## config.mk

```make
export PLATFORM = sky130hd
export DESIGN_NAME = hash_keyed_lru_result_cache_core
export DESIGN_NICKNAME = d
export VERILOG_FILES = /design/src/hw/rtl/hklc_pkg.sv /design/src/hw/rtl/hklc_key_unit.sv /design/src/hw/rtl/hklc_table.sv /design/src/hw/rtl/hash_keyed_lru_result_cache_core.sv
export SDC_FILE = /design/constraint.sdc
export NUM_CORES = 2
export LEC_CHECK = 0
export ABC_AREA = 1
export BUFFER_PORTS_ARGS = -buffer_cell sky130_fd_sc_hd__buf_2
export CAP_MARGIN = 0
export CORE_MARGIN = 2
export CORE_UTILIZATION = 48
export CTS_CLUSTER_SIZE = 12
export DETAILED_ROUTE_END_ITERATION = 7
export PLACE_DENSITY = 0.63
export RECOVER_POWER = 50
export SYNTH_ARGS = -nofsm -noshare
export SYNTH_HDL_FRONTEND = slang
export SYNTH_SLANG_ARGS = --single-unit
```

## constraint.sdc

```tcl
create_clock -name clk -period 18.3 [get_ports clk]
set_input_delay 3.66 -clock clk [delete_from_list [all_inputs] [get_ports clk]]
set_output_delay 3.66 -clock clk [all_outputs]
set_load 0.005 [all_outputs]
```

## src/hw/rtl/hklc_pkg.sv

```systemverilog
package hklc_pkg;

    localparam int ENTRIES    = 16;
    localparam int IDX_W      = $clog2(ENTRIES);
    localparam int KEY_W      = 64;
    localparam int COORD_W    = 16;
    localparam int NUM_COORDS = 4;
    localparam int CNT_W      = 32;

    // 64-bit hash prime = 2^40 + 0x1B3
    localparam int             PRIME_SHIFT = 40;
    localparam int             PRIME_LO_W  = 9;
    localparam logic [PRIME_LO_W-1:0] PRIME_LO = 9'h1B3;

    localparam int FOUND_BIT = KEY_W + NUM_COORDS * COORD_W;
    localparam int S_TDATA_W = ((FOUND_BIT + 1 + 7) / 8) * 8;
    localparam int M_TDATA_W = ((2 + 2 * CNT_W + 7) / 8) * 8;
    localparam int CMD_W     = 2;

    typedef enum logic [CMD_W-1:0] {
        CMD_LOOKUP      = 2'd0,
        CMD_STORE       = 2'd1,
        CMD_CLEAR       = 2'd2,
        CMD_ZERO_COUNTS = 2'd3
    } cmd_t;

    typedef enum logic [1:0] {
        ST_IDLE,
        ST_HASH,
        ST_SCAN,
        ST_RESULT
    } state_t;

    // top -> table, one-cycle requests
    typedef struct packed {
        logic lookup;
        logic store;
        logic clear;
        logic found;
    } tbl_req_t;

    // table -> top, done pulses once per lookup
    typedef struct packed {
        logic done;
        logic hit;
        logic found;
    } tbl_rsp_t;

endpackage

```

## src/hw/rtl/hklc_key_unit.sv

```systemverilog
module hklc_key_unit (
    input  logic                                              clk,
    input  logic                                              rst_n,
    input  logic                                              start,
    input  logic [hklc_pkg::KEY_W-1:0]                        seed,
    input  logic [hklc_pkg::NUM_COORDS*hklc_pkg::COORD_W-1:0] coords,
    output logic [hklc_pkg::KEY_W-1:0]                        key,
    output logic                                              done
);
    import hklc_pkg::*;

    localparam int STEP_W = (NUM_COORDS > 1) ? $clog2(NUM_COORDS) : 1;

    logic [KEY_W-1:0]              key_reg, key_next;
    logic [NUM_COORDS*COORD_W-1:0] coord_reg, coord_next;
    logic [STEP_W-1:0]             step_reg, step_next;
    logic                          busy_reg, busy_next;
    logic                          done_reg, done_next;

    logic [KEY_W-1:0]            coord_ext;
    logic [KEY_W-1:0]            mix;
    logic [KEY_W+PRIME_LO_W-1:0] mul_lo;
    logic [KEY_W-1:0]            folded;

    // shared fold step: (h ^ sext(c)) * prime, mod 2^64
    always_comb
    begin
        coord_ext = {{(KEY_W-COORD_W){coord_reg[COORD_W-1]}}, coord_reg[COORD_W-1:0]};
        mix       = key_reg ^ coord_ext;
        mul_lo    = mix * PRIME_LO;
        folded    = (mix << PRIME_SHIFT) + mul_lo[KEY_W-1:0];
    end

    always_comb
    begin
        key_next   = key_reg;
        coord_next = coord_reg;
        step_next  = step_reg;
        busy_next  = busy_reg;
        done_next  = 1'b0;
        if (start)
        begin
            key_next   = seed;
            coord_next = coords;
            step_next  = '0;
            busy_next  = 1'b1;
        end
        else if (busy_reg)
        begin
            key_next   = folded;
            coord_next = coord_reg >> COORD_W;
            step_next  = step_reg + 1'b1;
            if (step_reg == STEP_W'(NUM_COORDS - 1))
            begin
                busy_next = 1'b0;
                done_next = 1'b1;
            end
        end
    end

    always_ff @(posedge clk or negedge rst_n)
    begin
        if (!rst_n)
        begin
            step_reg <= '0;
            busy_reg <= 1'b0;
            done_reg <= 1'b0;
        end
        else
        begin
            step_reg <= step_next;
            busy_reg <= busy_next;
            done_reg <= done_next;
        end
    end

    always_ff @(posedge clk)
    begin
        key_reg   <= key_next;
        coord_reg <= coord_next;
    end

    assign key  = key_reg;
    assign done = done_reg;

endmodule

```

## src/hw/rtl/hklc_table.sv

```systemverilog
module hklc_table (
    input  logic                       clk,
    input  logic                       rst_n,
    input  hklc_pkg::tbl_req_t         req,
    input  logic [hklc_pkg::KEY_W-1:0] key,
    output hklc_pkg::tbl_rsp_t         rsp
);
    import hklc_pkg::*;

    logic [ENTRIES-1:0] valid_reg, valid_next;
    logic [ENTRIES-1:0] found_reg, found_next;
    logic [KEY_W-1:0]   key_mem [ENTRIES];
    logic [KEY_W-1:0]   key_rd_reg;
    logic [IDX_W-1:0]   rank_reg [ENTRIES];
    logic [IDX_W-1:0]   rank_next [ENTRIES];
    logic [IDX_W-1:0]   scan_idx_reg, scan_idx_next;
    logic               scanning_reg, scanning_next;
    tbl_rsp_t           rsp_reg, rsp_next;

    logic [IDX_W-1:0] victim;
    logic             have_free;
    logic             match;
    logic             touch_en;
    logic [IDX_W-1:0] touch_idx;
    logic [IDX_W-1:0] touch_rank;

    // victim: lowest free entry, else the one with rank 0
    always_comb
    begin
        victim    = '0;
        have_free = 1'b0;
        for (int i = ENTRIES - 1; i >= 0; i--)
        begin
            if (!valid_reg[i])
            begin
                victim    = IDX_W'(i);
                have_free = 1'b1;
            end
        end
        if (!have_free)
        begin
            for (int i = ENTRIES - 1; i >= 0; i--)
            begin
                if (rank_reg[i] == '0)
                begin
                    victim = IDX_W'(i);
                end
            end
        end
    end

    assign match = valid_reg[scan_idx_reg] && (key_rd_reg == key);

    always_comb
    begin
        valid_next    = valid_reg;
        found_next    = found_reg;
        scan_idx_next = scan_idx_reg;
        scanning_next = scanning_reg;
        rsp_next      = '0;
        touch_en      = 1'b0;
        touch_idx     = victim;

        if (req.clear)
        begin
            valid_next = '0;
            found_next = '0;
        end
        else if (req.store)
        begin
            valid_next[victim] = 1'b1;
            found_next[victim] = req.found;
            touch_en           = 1'b1;
        end
        else if (req.lookup)
        begin
            scanning_next = 1'b1;
            scan_idx_next = '0;
        end
        else if (scanning_reg)
        begin
            if (match)
            begin
                touch_en      = 1'b1;
                touch_idx     = scan_idx_reg;
                scanning_next = 1'b0;
                rsp_next.done  = 1'b1;
                rsp_next.hit   = 1'b1;
                rsp_next.found = found_reg[scan_idx_reg];
            end
            else if (scan_idx_reg == IDX_W'(ENTRIES - 1))
            begin
                scanning_next = 1'b0;
                rsp_next.done = 1'b1;
            end
            else
            begin
                scan_idx_next = scan_idx_reg + 1'b1;
            end
        end

        // recency: touched entry to top, those above it slide down
        touch_rank = rank_reg[touch_idx];
        for (int j = 0; j < ENTRIES; j++)
        begin
            rank_next[j] = rank_reg[j];
            if (touch_en && (rank_reg[j] > touch_rank))
            begin
                rank_next[j] = rank_reg[j] - 1'b1;
            end
        end
        if (touch_en)
        begin
            rank_next[touch_idx] = IDX_W'(ENTRIES - 1);
        end
    end

    always_ff @(posedge clk or negedge rst_n)
    begin
        if (!rst_n)
        begin
            valid_reg    <= '0;
            found_reg    <= '0;
            scan_idx_reg <= '0;
            scanning_reg <= 1'b0;
            rsp_reg      <= '0;
            for (int i = 0; i < ENTRIES; i++)
            begin
                rank_reg[i] <= IDX_W'(i);
            end
        end
        else
        begin
            valid_reg    <= valid_next;
            found_reg    <= found_next;
            scan_idx_reg <= scan_idx_next;
            scanning_reg <= scanning_next;
            rsp_reg      <= rsp_next;
            rank_reg     <= rank_next;
        end
    end

    // read at the next scan index so the data lines up with scan_idx_reg
    always_ff @(posedge clk)
    begin
        if (req.store)
        begin
            key_mem[victim] <= key;
        end
        key_rd_reg <= key_mem[scan_idx_next];
    end

    assign rsp = rsp_reg;

endmodule

```

## src/hw/rtl/hash_keyed_lru_result_cache_core.sv

```systemverilog
// Channel  Dir  Signals                      Content
// s        in   s_tvalid/s_tready/s_tdata    one request, s_tuser = command
// m        out  m_tvalid/m_tready/m_tdata    one result per request
//
// Every request first runs the four fold steps through the shared
// multiply-by-prime unit; a lookup then scans the tags at one entry per
// cycle up to the first hit or the last entry. Reset leaves all entries
// invalid, ranks in index order, counters zero. s_tready is low while a
// request is in work; a stalled result waits in the output register and
// holds back only the next result.
module hash_keyed_lru_result_cache_core (
    input  logic                                 clk,
    input  logic                                 rst_n,
    input  logic                                 s_tvalid,
    output logic                                 s_tready,
    // grid_signature, start_x, start_y, end_x, end_y, store_found, zero pad
    input  logic [hklc_pkg::S_TDATA_W-1:0]       s_tdata,
    // command
    input  logic [hklc_pkg::CMD_W-1:0]           s_tuser,
    output logic                                 m_tvalid,
    input  logic                                 m_tready,
    // hit, hit_found, hit_count, miss_count, zero pad
    output logic [hklc_pkg::M_TDATA_W-1:0]       m_tdata
);
    import hklc_pkg::*;

    localparam logic [CNT_W-1:0] CNT_MAX = {CNT_W{1'b1}};

    state_t                 state_reg, state_next;
    cmd_t                   cmd_reg, cmd_next;
    logic                   store_found_reg, store_found_next;
    logic                   hit_reg, hit_next;
    logic                   hit_found_reg, hit_found_next;
    logic [CNT_W-1:0]       hits_reg, hits_next;
    logic [CNT_W-1:0]       misses_reg, misses_next;
    logic                   m_tvalid_reg, m_tvalid_next;
    logic [M_TDATA_W-1:0]   m_tdata_reg, m_tdata_next;

    logic             accept;
    logic [KEY_W-1:0] key;
    logic             key_done;
    tbl_req_t         req;
    tbl_rsp_t         rsp;

    assign s_tready = (state_reg == ST_IDLE);
    assign accept   = s_tvalid && s_tready;

    hklc_key_unit u_key (
        .clk    (clk),
        .rst_n  (rst_n),
        .start  (accept),
        .seed   (s_tdata[KEY_W-1:0]),
        .coords (s_tdata[KEY_W +: NUM_COORDS*COORD_W]),
        .key    (key),
        .done   (key_done)
    );

    hklc_table u_table (
        .clk   (clk),
        .rst_n (rst_n),
        .req   (req),
        .key   (key),
        .rsp   (rsp)
    );

    always_comb
    begin
        state_next       = state_reg;
        cmd_next         = cmd_reg;
        store_found_next = store_found_reg;
        hit_next         = hit_reg;
        hit_found_next   = hit_found_reg;
        hits_next        = hits_reg;
        misses_next      = misses_reg;
        m_tvalid_next    = m_tvalid_reg;
        m_tdata_next     = m_tdata_reg;
        req              = '0;

        if (m_tvalid_reg && m_tready)
        begin
            m_tvalid_next = 1'b0;
        end

        unique case (state_reg)
            ST_IDLE:
            begin
                if (accept)
                begin
                    cmd_next         = cmd_t'(s_tuser);
                    store_found_next = s_tdata[FOUND_BIT];
                    state_next       = ST_HASH;
                end
            end
            ST_HASH:
            begin
                hit_next       = 1'b0;
                hit_found_next = 1'b0;
                if (key_done)
                begin
                    state_next = ST_RESULT;
                    unique case (cmd_reg)
                        CMD_LOOKUP:
                        begin
                            req.lookup = 1'b1;
                            state_next = ST_SCAN;
                        end
                        CMD_STORE:
                        begin
                            req.store = 1'b1;
                            req.found = store_found_reg;
                        end
                        CMD_CLEAR:
                        begin
                            req.clear = 1'b1;
                        end
                        CMD_ZERO_COUNTS:
                        begin
                        end
                    endcase
                end
            end
            ST_SCAN:
            begin
                if (rsp.done)
                begin
                    hit_next       = rsp.hit;
                    hit_found_next = rsp.found;
                    state_next     = ST_RESULT;
                end
            end
            ST_RESULT:
            begin
                if (!m_tvalid_reg || m_tready)
                begin
                    if (cmd_reg == CMD_LOOKUP)
                    begin
                        if (hit_reg)
                        begin
                            if (hits_reg != CNT_MAX)
                            begin
                                hits_next = hits_reg + 1'b1;
                            end
                        end
                        else if (misses_reg != CNT_MAX)
                        begin
                            misses_next = misses_reg + 1'b1;
                        end
                    end
                    else if (cmd_reg == CMD_ZERO_COUNTS)
                    begin
                        hits_next   = '0;
                        misses_next = '0;
                    end
                    m_tdata_next  = M_TDATA_W'({misses_next, hits_next,
                                                hit_found_reg, hit_reg});
                    m_tvalid_next = 1'b1;
                    state_next    = ST_IDLE;
                end
            end
        endcase
    end

    always_ff @(posedge clk or negedge rst_n)
    begin
        if (!rst_n)
        begin
            state_reg    <= ST_IDLE;
            cmd_reg      <= CMD_LOOKUP;
            hits_reg     <= '0;
            misses_reg   <= '0;
            m_tvalid_reg <= 1'b0;
        end
        else
        begin
            state_reg    <= state_next;
            cmd_reg      <= cmd_next;
            hits_reg     <= hits_next;
            misses_reg   <= misses_next;
            m_tvalid_reg <= m_tvalid_next;
        end
    end

    always_ff @(posedge clk)
    begin
        store_found_reg <= store_found_next;
        hit_reg         <= hit_next;
        hit_found_reg   <= hit_found_next;
        m_tdata_reg     <= m_tdata_next;
    end

    assign m_tvalid = m_tvalid_reg;
    assign m_tdata  = m_tdata_reg;

endmodule
```

==> summary.txt <==
Run status
  • Status: finished with violations
  • Violated checks: antenna rules, capacitance limit, slew limit

Synthesis
  • Yosys reg bits: 1,462
  • Synth unique cells: 66
  • Synth Area in XOR/XNOR: 1.49%
  • Seq/Total Area, Yosys: 57.0%
  • Area contributors post-synth: edfxtp_1 49%, fa_1 6.7%, nand2_1 5.2%
  • Share of the synthesized area in the top cell type: 49.2%
  • Mapped cell area: 0.0745 mm2
  • Adder-cell share of the synthesized area: 10.2%
  • Compound-Gate Fraction of Synth Area: 8.77%
  • Avg Cell Area, Syn: 10.6 um2
  • Synth Area in Simple Gates: 16.1%
  • Multiplexer share of the synthesized area: 0.538%
  • Mapped Cells: 7,056
  • Async S/R FF share, synth: 12.1%
  • Area leader, netlist: edfxtp_1
  • Yosys warns: 0
  • Main combinational cell family by area after synthesis: simple AND/OR/NAND/NOR gates
  • Number of synthesized flops with an enable pin: 1,221
  • Main synth FF type: edfxtp_1

Floorplanning
  • Die Ht: 398 um
  • Chip width: 398 um
  • DIE AREA: 0.158 mm2
  • Initial core utilization: 48.3%
  • Core ar.: 0.154 mm2
  • Num ports: 216
  • Row cnt: 144

Cells and area
  • Layout cells sized above 1: 9.87%
  • Area growth, synth to finish: 10.4%
  • Max reg flops: 1,024
  • Number of fill cells: 13,561
  • Nets@finish: 7,807
  • Sequential Area: 0.0424 mm2
  • Multi-input combinational cell area: 0.0277 mm2

Critical path
  • Kind of cell adding the most delay to the critical path: buffers and inverters
  • Critical path buffer and inverter count: 2
  • CP endpoint kind: async pin
  • Critical path arrival: 8620 ps
  • Critical path fanouts, max: 63
  • Crit-path slowest cell: clkbuf_1
  • Setup CP Type: primary input to async pin
  • CP cell instances: clkbuf_1 -> clkbuf_1
  • Critical Path RT: 18,510 ps
  • Worst setup SP type: primary input
  • Cell repeated most along the worst path: clkbuf_1
  • Biggest cell delay along the critical path: 2520 ps

GRT
  • Initial antenna violation count: 3
  • Largest net degree at the start of global routing: 194
  • Vias in the first global route: 49,666
  • Grt total ovfl: 0
  • Total Routing Usage GR: 24.1%
  • First-pass GRT wire length: 293,000 um

STA
  • Period utilization: 45.9%
  • Max Clock Freq: 0.119 GHz
  • Fin Clk Skew: 25.4 ps
  • RSZ-0062 raised after global routing: false
  • Worst Tran Pin Value: 3670 ps
  • Setup TNS: 0 ps
  • Final Hold Fails: 0
  • Rel. slew slack: -145%
  • Fin crit period: 8410 ps
  • Setup-failing EPs final: 0
  • Max-slew violations: 522

Drt
  • Mean number of vias per cell: 5.45
  • Final WL: 192,000 um
  • First-pass DRT Iterations: 5
  • Via count: 51,171
  • DR iter-0 viols: 4,591
  • Wirelength per Cell: 20.4 um
  • Remaining antenna violation count after routing: 1
  • DRC: 0

Worst hold path
  • Hold Crit Class: flop to flop

Clock tree
  • CTS sink count: 1,462
  • Worst skew pair latency: 790 ps
  • CTS max path bufs: 3
  • Htree depth: 4
  • CTS clk-pin slew, worst paths: 60 ps
  • Num CTS Buffers: 154
  • Root Buffer Master: clkbuf_16
  • CTS tree: built
  • PostCTS Resize Cnt: 0
  • Setup Fix Bufs, Post-CTS: 0
  • Post-CTS Hold Buffers: 0

Placed design
  • GP Congestion: 0.904
  • HPWL after DPL: 117,000 um
  • IO Port Bufs: 202

Job
  • Max_cap viols: 17
## logic make-up after synthesis
kind of cell / after synthesis
buf+inv: 1120
xor+xnor: 127
mux: 40
simple gates: 2753
fa+ha+maj: 458
flops: 1462
compound gates: 1095
other cells: 1
## cell usage in the layout (no fill, tap or decap), types with 8 or more instances in the layout
cell / count
nor2_1: 827
a31oi_1: 44
nand4_1: 18
nor4_1: 43
a21oi_1: 155
buf_2: 199
clkbuf_16: 158
ha_1: 210
or2_2: 174
o21ai_1: 62
dfxtp_1: 64
dfstp_2: 32
or2_1: 12
nor3_1: 38
o21a_1: 10
mux2i_1: 40
clkinv_1: 11
clkbuf_8: 17
clkinv_2: 8
edfxtp_1: 1221
dfrtp_1: 145
inv_1: 808
clkbuf_1: 108
nand2_2: 8
nor2_2: 8
o21ai_0: 466
xor2_1: 29
nand3_1: 495
xnor2_1: 98
buf_4: 50
o211ai_1: 300
or2_0: 79
fa_1: 248
nand2_1: 1031
## per-stage QoR
stage | hold WS, ps | utilization (%) | setup slack (ps) | area, um2 | std cells
floorplan | 400 | - | 10750 | 74500 | 7061
global placement | 467 | 50.4 | 10640 | 77600 | 9095
detailed placement | 412 | 50.4 | 10610 | 77600 | 9095
CTS | 457 | 53.5 | 10560 | 82500 | 9380
global route | 469 | 53.4 | 8790 | 82200 | 9380
finish | 465 | 53.4 | 9890 | 82300 | 9385
## per-layer routing
metal	GRT usage (%)	vias to the layer above	part of all wire, %
met5	0	-	0.0068
met4	6.30	2	2.3
met3	3.16	272	5.9
met2	40.1	1579	49
met1	33.4	25045	43
li1	-	24273	-
## Yosys cell counts (6+ instances only)
master / number
edfxtp_1: 1221
nand2_1: 1032
nor2_1: 830
inv_1: 808
nand3_1: 495
o21ai_0: 465
o211ai_1: 300
fa_1: 248
ha_1: 210
or2_2: 174
a21oi_1: 155
dfrtp_1: 145
clkbuf_1: 128
buf_2: 115
xnor2_1: 98
or2_0: 79
dfxtp_1: 64
o21ai_1: 63
nor4_1: 45
a31oi_1: 44
mux2i_1: 40
nor3_1: 37
dfstp_2: 32
xor2_1: 29
buf_1: 28
buf_4: 21
nand4_1: 18
or2_1: 12
o21a_1: 11
inv_2: 10
nor2_2: 9
nand2_2: 8
o21ai_2: 6
## final timing paths
kind | start | end | slack [ps] | cells past startpoint
max | rst_n | u_table.rank_reg[36] | 9890 | 2
min | hit_found_reg | m_tdata[1] | 460 | 0
max reg2reg | cmd_reg[0] | u_table.rank_reg[27] | 10110 | 27
min reg2reg | hit_found_reg | m_tdata[1] | 460 | 0
max in group clk | cmd_reg[0] | u_table.rank_reg[27] | 10110 | 27
min in group asynchronous | rst_n | m_tvalid | 4110 | 1
## layout make-up
type / instances / share of cell area, %
multi-input combinational: 4479 / 33.6
clock buffer: 247 / 5.42
timing repair buffer: 288 / 1.90
inverter: 822 / 3.77
clock inverter: 38 / 0.570
sequential: 1462 / 51.6
antenna: 5 / 0.0152
tap: 2044 / 3.11
Power is left out: the tool's default activity adds up to more than one toggle a clock period on the data nets, which glitch-free logic cannot reach.
